--- config.mk ---
export PLATFORM = sky130hd
export DESIGN_NAME = setpoint_step_ramp_limiter_top_flat
export DESIGN_NICKNAME = d
export VERILOG_FILES = /design/src/design/srl_pkg.sv /design/src/design/srl_if.sv /design/src/design/srl_in_reg.sv /design/src/design/srl_ramp.sv /design/src/design/srl_out_reg.sv /design/src/design/setpoint_step_ramp_limiter_top.sv /design/src/flat_wrapper.sv
export SDC_FILE = /design/constraint.sdc
export NUM_CORES = 1
export LEC_CHECK = 0
export ABC_AREA = 1
export BUFFER_PORTS_ARGS = -buffer_cell sky130_fd_sc_hd__buf_2
export CORE_MARGIN = 5
export CORE_UTILIZATION = 45
export CTS_BUF_LIST = sky130_fd_sc_hd__clkbuf_8
export CTS_CLUSTER_SIZE = 12
export DETAILED_ROUTE_END_ITERATION = 8
export PLACE_DENSITY = 0.71
export SYNTH_ARGS = -nofsm -noshare
export SYNTH_HDL_FRONTEND = slang
export SYNTH_HIERARCHICAL = 1
export SYNTH_SLANG_ARGS = --single-unit
--- constraint.sdc ---
create_clock -name clk -period 6.82 [get_ports clk]
set_clock_uncertainty 0.05 [all_clocks]
set_input_delay 1.023 -clock clk [delete_from_list [all_inputs] [get_ports clk]]
set_output_delay 1.023 -clock clk [all_outputs]
set_load 0.05 [all_outputs]
--- src/design/srl_pkg.sv ---
// shared widths, register codes and item types for the setpoint ramp limiter
`default_nettype none

package srl_pkg;

  localparam int ValW    = 24;
  localparam int StepW   = 23;
  localparam int CfgIdxW = 1;

  localparam logic [StepW-1:0] StepRst = StepW'(256);

  typedef enum logic [CfgIdxW-1:0] {
    CFG_UP_STEP   = 1'b0,
    CFG_DOWN_STEP = 1'b1
  } cfg_idx_t;

  typedef struct packed {
    logic                   enable;
    logic signed [ValW-1:0] setpoint;
    logic signed [ValW-1:0] actual;
  } in_item_t;

  typedef struct packed {
    logic signed [ValW-1:0] ramped_value;
    logic                   going_up;
    logic                   going_down;
  } out_item_t;

endpackage

`default_nettype wire

--- src/design/srl_if.sv ---
// stream interfaces for the tick input and the ramp result
`default_nettype none

interface srl_in_if;
  logic                                valid;
  logic                                ready;
  logic                                enable;
  logic signed [srl_pkg::ValW-1:0]     setpoint;
  logic signed [srl_pkg::ValW-1:0]     actual;

  modport source (output valid, enable, setpoint, actual, input ready);
  modport sink   (input valid, enable, setpoint, actual, output ready);
endinterface

interface srl_out_if;
  logic                                valid;
  logic                                ready;
  logic signed [srl_pkg::ValW-1:0]     ramped_value;
  logic                                going_up;
  logic                                going_down;

  modport source (output valid, ramped_value, going_up, going_down, input ready);
  modport sink   (input valid, ramped_value, going_up, going_down, output ready);
endinterface

`default_nettype wire

--- src/design/srl_in_reg.sv ---
// input register stage for control ticks
`default_nettype none

module srl_in_reg (
  input  wire logic              clk,
  input  wire logic              rst,
  srl_in_if.sink                 in_ch,
  input  wire logic              adv,
  output logic                   s1_valid,
  output srl_pkg::in_item_t      s1_item
);

  assign in_ch.ready = !s1_valid || adv;

  always_ff @(posedge clk) begin
    if (rst) begin
      s1_valid <= 1'b0;
    end else if (in_ch.ready) begin
      s1_valid <= in_ch.valid;
    end
  end

  always_ff @(posedge clk) begin
    if (in_ch.valid && in_ch.ready) begin
      s1_item.enable   <= in_ch.enable;
      s1_item.setpoint <= in_ch.setpoint;
      s1_item.actual   <= in_ch.actual;
    end
  end

endmodule

`default_nettype wire

--- src/design/srl_ramp.sv ---
// ramp state, step registers and the per-tick update logic
`default_nettype none

module srl_ramp (
  input  wire logic                        clk,
  input  wire logic                        rst,
  input  wire logic                        cfg_we,
  input  wire logic [srl_pkg::CfgIdxW-1:0] cfg_index,
  input  wire logic [srl_pkg::StepW-1:0]   cfg_data,
  input  wire logic                        fire,
  input  wire srl_pkg::in_item_t           item,
  output srl_pkg::out_item_t               result
);

  localparam int ValW  = srl_pkg::ValW;
  localparam int StepW = srl_pkg::StepW;

  logic [StepW-1:0]       up_step;
  logic [StepW-1:0]       down_step;
  logic signed [ValW-1:0] output_value;
  logic signed [ValW-1:0] previous_setpoint;
  logic                   ramp_up_active;
  logic                   ramp_down_active;
  logic                   initialized;

  logic                   bypass;
  logic signed [ValW-1:0] start_value;
  logic                   start_up;
  logic                   start_down;
  logic signed [ValW:0]   up_sum;
  logic signed [ValW:0]   down_sum;
  logic signed [ValW-1:0] up_sat;
  logic signed [ValW-1:0] down_sat;
  logic signed [ValW-1:0] output_value_next;
  logic                   ramp_up_next;
  logic                   ramp_down_next;

  always_ff @(posedge clk) begin
    if (rst) begin
      up_step   <= srl_pkg::StepRst;
      down_step <= srl_pkg::StepRst;
    end else if (cfg_we) begin
      unique case (srl_pkg::cfg_idx_t'(cfg_index))
        srl_pkg::CFG_UP_STEP:   up_step   <= cfg_data;
        srl_pkg::CFG_DOWN_STEP: down_step <= cfg_data;
      endcase
    end
  end

  assign bypass = !item.enable || !initialized;

  // setpoint change: start a ramp, or restart from actual if running the wrong way
  always_comb begin
    start_value = output_value;
    start_up    = ramp_up_active;
    start_down  = ramp_down_active;
    if (item.setpoint != previous_setpoint) begin
      if (!ramp_up_active && !ramp_down_active) begin
        if (item.setpoint > item.actual) begin
          start_up    = 1'b1;
          start_value = item.actual;
        end else if (item.setpoint < item.actual) begin
          start_down  = 1'b1;
          start_value = item.actual;
        end
      end else if (ramp_up_active) begin
        if (output_value > item.setpoint) begin
          start_up    = 1'b0;
          start_down  = 1'b1;
          start_value = item.actual;
        end
      end else if (item.setpoint > output_value) begin
        start_down  = 1'b0;
        start_up    = 1'b1;
        start_value = item.actual;
      end
    end
  end

  assign up_sum   = {start_value[ValW-1], start_value} + $signed({2'b00, up_step});
  assign down_sum = {start_value[ValW-1], start_value} - $signed({2'b00, down_step});

  // top two bits differ on overflow of the 24 bit range
  always_comb begin
    if (up_sum[ValW] != up_sum[ValW-1]) begin
      up_sat = {up_sum[ValW], {(ValW-1){~up_sum[ValW]}}};
    end else begin
      up_sat = up_sum[ValW-1:0];
    end
    if (down_sum[ValW] != down_sum[ValW-1]) begin
      down_sat = {down_sum[ValW], {(ValW-1){~down_sum[ValW]}}};
    end else begin
      down_sat = down_sum[ValW-1:0];
    end
  end

  always_comb begin
    output_value_next = start_value;
    ramp_up_next      = start_up;
    ramp_down_next    = start_down;
    if (bypass) begin
      output_value_next = item.setpoint;
      ramp_up_next      = 1'b0;
      ramp_down_next    = 1'b0;
    end else if (start_up) begin
      if (up_sat >= item.setpoint) begin
        output_value_next = item.setpoint;
        ramp_up_next      = 1'b0;
      end else begin
        output_value_next = up_sat;
      end
    end else if (start_down) begin
      if (down_sat <= item.setpoint) begin
        output_value_next = item.setpoint;
        ramp_down_next    = 1'b0;
      end else begin
        output_value_next = down_sat;
      end
    end
  end

  always_ff @(posedge clk) begin
    if (rst) begin
      output_value      <= '0;
      previous_setpoint <= '0;
      ramp_up_active    <= 1'b0;
      ramp_down_active  <= 1'b0;
      initialized       <= 1'b0;
    end else if (fire) begin
      output_value      <= output_value_next;
      previous_setpoint <= item.setpoint;
      ramp_up_active    <= ramp_up_next;
      ramp_down_active  <= ramp_down_next;
      initialized       <= 1'b1;
    end
  end

  assign result.ramped_value = output_value_next;
  assign result.going_up     = ramp_up_next;
  assign result.going_down   = ramp_down_next;

endmodule

`default_nettype wire

--- src/design/srl_out_reg.sv ---
// result register toward the output channel
`default_nettype none

module srl_out_reg (
  input  wire logic               clk,
  input  wire logic               rst,
  input  wire logic               s1_valid,
  input  wire srl_pkg::out_item_t result,
  output logic                    adv,
  srl_out_if.source               out_ch
);

  assign adv = !out_ch.valid || out_ch.ready;

  always_ff @(posedge clk) begin
    if (rst) begin
      out_ch.valid <= 1'b0;
    end else if (adv) begin
      out_ch.valid <= s1_valid;
    end
  end

  always_ff @(posedge clk) begin
    if (adv && s1_valid) begin
      out_ch.ramped_value <= result.ramped_value;
      out_ch.going_up     <= result.going_up;
      out_ch.going_down   <= result.going_down;
    end
  end

endmodule

`default_nettype wire

--- src/design/setpoint_step_ramp_limiter_top.sv ---
// setpoint ramp limiter: replaces setpoint jumps with rate-limited ramps
//
// in_ch carries one control tick per transfer: enable, setpoint and actual,
// all values signed Q16.8. out_ch returns exactly one result per tick:
// the ramped value and the flags of a running upward or downward ramp.
// cfg_we/cfg_index/cfg_data write up_step (index 0) and down_step (index 1),
// both unsigned Q15.8 per tick; write them only while no tick is in flight.
//
// a tick passes through one input register, then the ramp update logic
// feeding the result register that drives out_ch.
// throughput is one tick per clock while out_ch does not stall; the ramp
// state is written as a tick moves into the result register, so the next
// tick sees it at once.
// when out_ch stalls, the result register holds and the input register
// still takes one more tick; after that in_ch.ready drops until a transfer.
// reset clears the ramp state and sets both steps to 1.0; the first tick
// after reset passes its setpoint straight through.
`default_nettype none

module setpoint_step_ramp_limiter_top (
  input  wire logic                        clk,
  input  wire logic                        rst,
  input  wire logic                        cfg_we,
  input  wire logic [srl_pkg::CfgIdxW-1:0] cfg_index,
  input  wire logic [srl_pkg::StepW-1:0]   cfg_data,
  srl_in_if.sink                           in_ch,
  srl_out_if.source                        out_ch
);

  logic               adv;
  logic               s1_valid;
  srl_pkg::in_item_t  s1_item;
  srl_pkg::out_item_t result;

  srl_in_reg u_in_reg (
    .clk      (clk),
    .rst      (rst),
    .in_ch    (in_ch),
    .adv      (adv),
    .s1_valid (s1_valid),
    .s1_item  (s1_item)
  );

  srl_ramp u_ramp (
    .clk       (clk),
    .rst       (rst),
    .cfg_we    (cfg_we),
    .cfg_index (cfg_index),
    .cfg_data  (cfg_data),
    .fire      (s1_valid && adv),
    .item      (s1_item),
    .result    (result)
  );

  srl_out_reg u_out_reg (
    .clk      (clk),
    .rst      (rst),
    .s1_valid (s1_valid),
    .result   (result),
    .adv      (adv),
    .out_ch   (out_ch)
  );

endmodule

`default_nettype wire

--- src/flat_wrapper.sv ---
// flat-port wrapper written by rule: the top's interface ports become plain ports
module setpoint_step_ramp_limiter_top_flat 
  (clk, rst, cfg_we, cfg_index, cfg_data, in_ch_valid, in_ch_enable, in_ch_setpoint, in_ch_actual, in_ch_ready, out_ch_valid, out_ch_ramped_value, out_ch_going_up, out_ch_going_down, out_ch_ready);
  srl_in_if in_ch_i ();
  srl_out_if out_ch_i ();
  input  wire logic clk;
  input  wire logic rst;
  input  wire logic cfg_we;
  input  wire logic [srl_pkg::CfgIdxW-1:0] cfg_index;
  input  wire logic [srl_pkg::StepW-1:0] cfg_data;
  input wire logic [$bits(in_ch_i.valid)-1:0] in_ch_valid;
  input wire logic [$bits(in_ch_i.enable)-1:0] in_ch_enable;
  input wire logic [$bits(in_ch_i.setpoint)-1:0] in_ch_setpoint;
  input wire logic [$bits(in_ch_i.actual)-1:0] in_ch_actual;
  output wire logic [$bits(in_ch_i.ready)-1:0] in_ch_ready;
  output wire logic [$bits(out_ch_i.valid)-1:0] out_ch_valid;
  output wire logic [$bits(out_ch_i.ramped_value)-1:0] out_ch_ramped_value;
  output wire logic [$bits(out_ch_i.going_up)-1:0] out_ch_going_up;
  output wire logic [$bits(out_ch_i.going_down)-1:0] out_ch_going_down;
  input wire logic [$bits(out_ch_i.ready)-1:0] out_ch_ready;
  assign in_ch_i.valid = in_ch_valid;
  assign in_ch_i.enable = in_ch_enable;
  assign in_ch_i.setpoint = in_ch_setpoint;
  assign in_ch_i.actual = in_ch_actual;
  assign in_ch_ready = in_ch_i.ready;
  assign out_ch_valid = out_ch_i.valid;
  assign out_ch_ramped_value = out_ch_i.ramped_value;
  assign out_ch_going_up = out_ch_i.going_up;
  assign out_ch_going_down = out_ch_i.going_down;
  assign out_ch_i.ready = out_ch_ready;
  setpoint_step_ramp_limiter_top u_core (.clk(clk), .rst(rst), .cfg_we(cfg_we), .cfg_index(cfg_index), .cfg_data(cfg_data), .in_ch(in_ch_i), .out_ch(out_ch_i));
endmodule
==> impl_metrics.ini, run 1 <==
[timing]
drv_slew = 0
period_share = 1.02
fmaxAchievable_mhz = 144
rsz0062_at_grt = true
fin_ws_ps = -125
max_slew_margin = 0.256
fin_crit_ps = 6940
setup_violations = 32
tightestPinTransition_ps = 1110
hold_viol = 0

[hold_path]
hold_path_class = reg -> reg

[routing]
drt_iter0_drc = 1652
vias = 15200
routed_via_density = 5.47
dr.pass1.iters = 8
drc = 0
routedWlPerCell_um = 19.4
final_antenna_net_count = 0
wirelength_um = 53900

[synthesis]
syn_area_um2 = 13700
synthSimpleGateAreaFrac = 0.215
async_flop_share = 0
ys_ff_latch = 174
synthAdderAreaFrac = 0.132
synthXorXnorAreaFrac = 0.0358
synth_nets = 2155
synth_edf_count = 75
ys_seq_area_frac = 0.309
ys.warnings.count = 6
postSynthCellCount = 1934
ys_types = 55
syn_area_per_cell_um2 = 7.09
synth-main-ff-cell = dfxtp_1
synthMuxAreaShare = 0
synth_compound_area_frac = 0.196
synth_top_family_by_area = simple AND/OR/NAND/NOR gates

[placement]
hpwl_um = 40300
pre_cts_slack_ps = -439
gp_congestion = 1.04
io_buffer_count = 105
placed_area_um2 = 16800

[floorplanning]
fp.dieArea_um2 = 34100
die_x_um = 185
die_h_um = 185
rows = 64
io_pins = 106
initial_core_util = 0.452
core_um2 = 30300

[cells_and_area]
syn_to_final_growth_pct = 43.2
antenna_cells = 0
layout-drive-gt1-share = 0.367
post-route-cell-area_um2 = 19600
layout.nets = 2590
final_core_util = 0.647

[cts]
clk_path_buf_depth = 2
cts_hold_buf = 0
insertion_delay_ps = 500
cts_tree = built
htree_levels = 4
cts_buffers = 17
cts.sinks = 174
cts.reportedPaths.clkPinSlew_ps = 90
root_buffer = clkbuf_8

[grt]
grt_pass1_vias = 13500
grt_pass1_wl_um = 75500
antenna_found_initial = 0
grt_remaining_overflow = 0
track_usage = 0.290
grt_max_degree = 98

[run_status]
status = finished with violations
violations = negative setup slack

[critical_path]
crit_top_cell = nand2_1
cp.arrival_ps = 7150
start_kind = register
critPathCaptureType = register
crit_type = reg -> reg
required_ps = 7030
max_stage_delay_ps = 550
cpMaxStageDelayCell = edfxtp_1
crit_fanout = 8

[power]
p_total_w = 0.00462
p_per_area_nw_per_um2 = 235
leakagePower_nw = 9.45
peakVddDrop_v = 0.000213

[flow_run]
maxCapViolations = 0
==> state kept, by name (all words and copies together) (netlist names) <==
signal / cells
u_core/u_in_reg/s1_item: 49
u_core/u_in_reg/s1_valid: 1
u_core/u_out_reg/out_ch.going_down: 1
u_core/u_out_reg/out_ch.going_up: 1
u_core/u_out_reg/out_ch.ramped_value: 24
u_core/u_out_reg/out_ch.valid: 1
u_core/u_ramp/down_step: 23
u_core/u_ramp/initialized: 1
u_core/u_ramp/output_value: 24
u_core/u_ramp/previous_setpoint: 24
u_core/u_ramp/ramp_down_active: 1
u_core/u_ramp/ramp_up_active: 1
u_core/u_ramp/up_step: 23
==> per-layer routing <==
layer  vias up  wire length [um]  track usage
met1      7052             23400        0.419
met5         -                 0            0
met3       131              4630       0.0476
li1       7267                 -            -
met4         0              2320        0.114
met2       738             23500        0.431
==> cell type report <==
class / instances / area [um^2]
repair buffers: 491 / 3810
clock inverters: 15 / 146
multi-input cells: 1390 / 9580
flip-flops and latches: 174 / 4240
well taps: 396 / 495
fillers: 2602 / 10700
clock buffers: 17 / 234
inverters: 295 / 1130
==> synth_stat cells, types with 2 or more instances <==
master | count | share of area
nor4_1 | 5 | 0.0023
buf_2 | 14 | 0.0051
dfxtp_1 | 99 | 0.14
o21ai_1 | 16 | 0.0058
o21bai_1 | 13 | 0.0071
inv_2 | 10 | 0.0027
o21a_1 | 19 | 0.010
nand2_2 | 16 | 0.0073
nand3b_1 | 3 | 0.0016
nand2_1 | 435 | 0.12
buf_1 | 7 | 0.0019
fa_1 | 2 | 0.0029
xor2_1 | 32 | 0.020
nand3_1 | 72 | 0.026
a211oi_1 | 4 | 0.0022
nand2_4 | 5 | 0.0041
edfxtp_1 | 75 | 0.16
a221oi_1 | 3 | 0.0019
buf_6 | 10 | 0.0082
o211ai_1 | 27 | 0.015
buf_4 | 5 | 0.0027
nand4_1 | 14 | 0.0064
nor2_1 | 123 | 0.034
inv_1 | 285 | 0.078
nor3_1 | 10 | 0.0036
nand3_2 | 4 | 0.0029
ha_1 | 141 | 0.13
a21oi_2 | 5 | 0.0032
clkbuf_1 | 36 | 0.0099
or2_2 | 4 | 0.0018
o21ai_0 | 160 | 0.058
a21o_1 | 5 | 0.0027
clkdlybuf4s50_2 | 2 | 0.0016
xnor2_1 | 24 | 0.015
a21oi_1 | 227 | 0.083
a31oi_1 | 3 | 0.0014
==> critical path: cells and delay by family (launching register included) <==
family | cells | cell delay (ps)
buffers and inverters | 11 | 1150
AND/OR/NAND/NOR | 28 | 2550
AO/OA/AOI/OAI | 11 | 1640
flip-flops | 1 | 550
adder cells (fa/ha/maj) | 3 | 780
==> worst paths after layout <==
kind,slack (ps),to,depth (start not counted),start
worst min-delay path,430,u_core/u_ramp/down_step[14],2,u_core/u_ramp/down_step[14]
worst max register to register,-120,u_core/u_out_reg/out_ch.ramped_value[3],53,u_core/u_in_reg/s1_item[43]
worst max-delay path,-120,u_core/u_out_reg/out_ch.ramped_value[3],53,u_core/u_in_reg/s1_item[43]
worst min register to register,430,u_core/u_ramp/down_step[14],2,u_core/u_ramp/down_step[14]
==> what timing repair did <==
action	in CTS	in global routing
setup endpoints to repair	50	52
resized for setup	51	366
setup buffers	4	54
cloned	0	13
pin swaps	3	144
==> through the flow <==
step	instances	setup TNS, ps	hold slack [ps]
floorplan	1934	0	384
global placement	2675	-7670	396
detailed placement	2675	-13840	408
CTS	2711	-14.5	421
global route	2778	-16520	459
finish	2778	-1850	429
==> cell families (layout without fill, tap and decap cells) <==
logic type               count (synthesis)  after routing
flip-flops                             174            174
buffers and inverters                  373            818
AO/OA/AOI/OAI                          490            490
XOR/XNOR                                56             56
adder cells (fa/ha/maj)                143            143
AND/OR/NAND/NOR                        698            701
==> power by group <==
part           total [W]  switching, W  internal [W]
sequential       0.00121     0.0000544       0.00116
combinational    0.00267       0.00150       0.00118
clock           0.000727      0.000404      0.000323
==> placed cells by master (no fill, tap or decap), drive strengths merged, types with 4 or more instances in the layout <==
cell	count
nor3	12
a21oi	232
or2	6
clkbuf	26
a21o	5
nor2	124
o21ai	177
o21bai	13
buf	482
xor2	32
a211oi	4
o21a	19
nand3	76
edfxtp	75
ha	141
nand4	15
nor4	6
nand2	459
dfxtp	99
clkinv	9
xnor2	24
inv	296
o211ai	27
Power figures use the tool's default switching activity.
==> run 2: changes to the inputs <==
CELL_PAD_IN_SITES_DETAIL_PLACEMENT = 1   (was unset)
CELL_PAD_IN_SITES_GLOBAL_PLACEMENT = 1   (was unset)
CORE_UTILIZATION = 42   (was 45)
PLACE_DENSITY = 0.86   (was 0.71)
==> run 2 against run 1 <==
Non-clock buffer count decreased by 16. Critical path type unchanged. The run still ends with negative setup slack left. Sequential cell count unchanged. Cell count increased by 1.0%. Critical endpoint is now u_core/u_out_reg/out_ch.ramped_value[15]. Via count increased by 17%. Largest power group unchanged.
==> impl_metrics.ini, run 2 (synthesized netlist as in run 1, its figures left out) <==
[flow_run]
maxCapViolations = 0

[routing]
final_antenna_net_count = 0
drc = 0
vias = 17800
wirelength_um = 81200
routed_via_density = 6.34
dr.pass1.iters = 6
drt_iter0_drc = 1760
routedWlPerCell_um = 28.9

[cells_and_area]
fillerInstances = 3910
regMostFlops = u_core/u_in_reg/s1_item
fin_cells = 2806
final_cell_mix = nand2_1 (328), buf_4 (328), inv_1 (255)
post-route-cell-area_um2 = 19900
layout.nets = 2571
largest_reg_flops = 49
layout-drive-gt1-share = 0.390
syn_to_final_growth_pct = 45.4

[cts]
cts.sinks = 174
insertion_delay_ps = 570
cts.reportedPaths.clkPinSlew_ps = 130
cts_tree = built
clk_path_buf_depth = 2
cts_buffers = 17
root_buffer = clkbuf_8
htree_levels = 4

[timing]
hold_viol = 0
period_share = 1.22
fin_crit_ps = 8350
fmaxAchievable_mhz = 120
drv_slew = 0
rsz0062_at_grt = true
max_slew_margin = 0.238
fin_ws_ps = -1530
tightestPinTransition_ps = 1140
tns_ps = -67100
setup_violations = 52

[run_status]
status = finished with violations
violations = negative setup slack

[critical_path]
required_ps = 7120
max_stage_delay_ps = 470
critPathCaptureType = register
crit_type = reg -> reg
start_kind = register
cp_num_buf_inv = 11
crit_top_cell = nand2_1
cpMaxStageDelayCell = nand4_1
path_delay_family = simple AND/OR/NAND/NOR gates
crit_fanout = 6
cp.arrival_ps = 8650

[power]
p_per_area_nw_per_um2 = 259
clkPwrFrac = 0.153
peakVddDrop_v = 0.000402
p_int_w = 0.00274
p_sw_w = 0.00242
pwr-share-comb = 0.610
leakagePower_nw = 9.45
seq_power_share = 0.237
switching_share = 0.469

[placement]
hpwl_um = 40300
io_buffer_count = 105
placed_area_um2 = 16600
gp_congestion = 0.908
numPlacedInstances = 2691
pre_cts_slack_ps = -717

[floorplanning]
fp.dieArea_um2 = 36400
io_pins = 106
core_um2 = 32400
rows = 66
die_x_um = 191
initial_core_util = 0.424
die_h_um = 191

[grt]
grt_pass1_wl_um = 93900
grt_max_degree = 98
track_usage = 0.327
grt_pass1_vias = 17200
grt_remaining_overflow = 0
antenna_found_initial = 2

[hold_path]
hold_path_class = reg -> reg
## run 2: cell count changes in the layout (fill, tap and decap cells not counted), sizes merged
| cell | previous run | this run |
|---|---|---|
| diode | 0 | 1 |
| bufbuf | 0 | 2 |
| clkbuf | 26 | 20 |
| clkinv | 9 | 5 |
| inv | 296 | 303 |
| nand2 | 459 | 456 |
| clkinvlp | 3 | 1 |
| bufinv | 2 | 1 |
| buf | 482 | 470 |
## run 2: power by group through the flow
stage / sequential (W) / combinational (W) / clock (W)
3_3_place_gp: 0.00122 / 0.00188 / 0
2_1_floorplan: 0.00125 / 0.00113 / 0
6_report: 0.00122 / 0.00315 / 0.000792
5_1_grt: 0.00123 / 0.00324 / 0.000832
4_1_cts: 0.00121 / 0.00234 / 0.000754
3_5_place_dp: 0.00123 / 0.00200 / 0
## run 2: path summary, 6_finish.rpt
path                                                     from                                       end  cells past startpoint  slack (ps)
worst min-delay path              u_core/u_ramp/down_step[17]               u_core/u_ramp/down_step[17]                      2         440
worst min register to register    u_core/u_ramp/down_step[17]               u_core/u_ramp/down_step[17]                      2         440
worst max register to register  u_core/u_ramp/output_value[3]  u_core/u_out_reg/out_ch.ramped_value[15]                     44       -1530
worst max-delay path            u_core/u_ramp/output_value[3]  u_core/u_out_reg/out_ch.ramped_value[15]                     44       -1530
## run 2: layout make-up
| class | instances | area, um^2 | share of cell area |
|---|---|---|---|
| clock buffers | 17 | 234 | 0.0117 |
| well taps | 442 | 553 | 0.0277 |
| flip-flops and latches | 174 | 4240 | 0.212 |
| clock inverters | 15 | 140 | 0.00703 |
| diodes | 1 | 2.50 | 0.000126 |
| multi-input cells | 1387 | 9920 | 0.498 |
| inverters | 295 | 1150 | 0.0577 |
| repair buffers | 475 | 3700 | 0.185 |
## run 2: worst register-to-register path, delay by kind of cell (launching register included)
family                   cells  cell delay [ps]
adder cells (fa/ha/maj)      3              920
AO/OA/AOI/OAI                7             1420
buffers and inverters       11             1610
AND/OR/NAND/NOR             23             3710
flip-flops                   1              430
## run 2: through the flow
| step | total power [W] | hold slack, ps | utilization |
|---|---|---|---|
| finish | 0.00517 | 440 | 0.616 |
| global route | 0.00530 | 466 | 0.616 |
| CTS | 0.00431 | 434 | 0.565 |
| detailed placement | 0.00322 | 413 | 0.512 |
| global placement | 0.00310 | 398 | 0.512 |
| floorplan | 0.00237 | 384 | - |
## run 2: metal layers
layer,routed length (um),global-route usage,vias up,part of all wire
li1,-,-,7215,-
met1,27000,0.386,8394,0.33
met2,37100,0.581,1476,0.46
met3,8080,0.0498,714,0.099
met4,8980,0.158,0,0.11
met5,0,0,-,0
## run 2: what timing repair did
item / CTS / global route
gates resized for setup: 205 / 307
cloned: 6 / 3
hold endpoints to repair: 0 / 0
pin swaps: 67 / 142
setup endpoints to repair: 52 / 52
hold buffers: 0 / 0
buffers inserted: 42 / 33
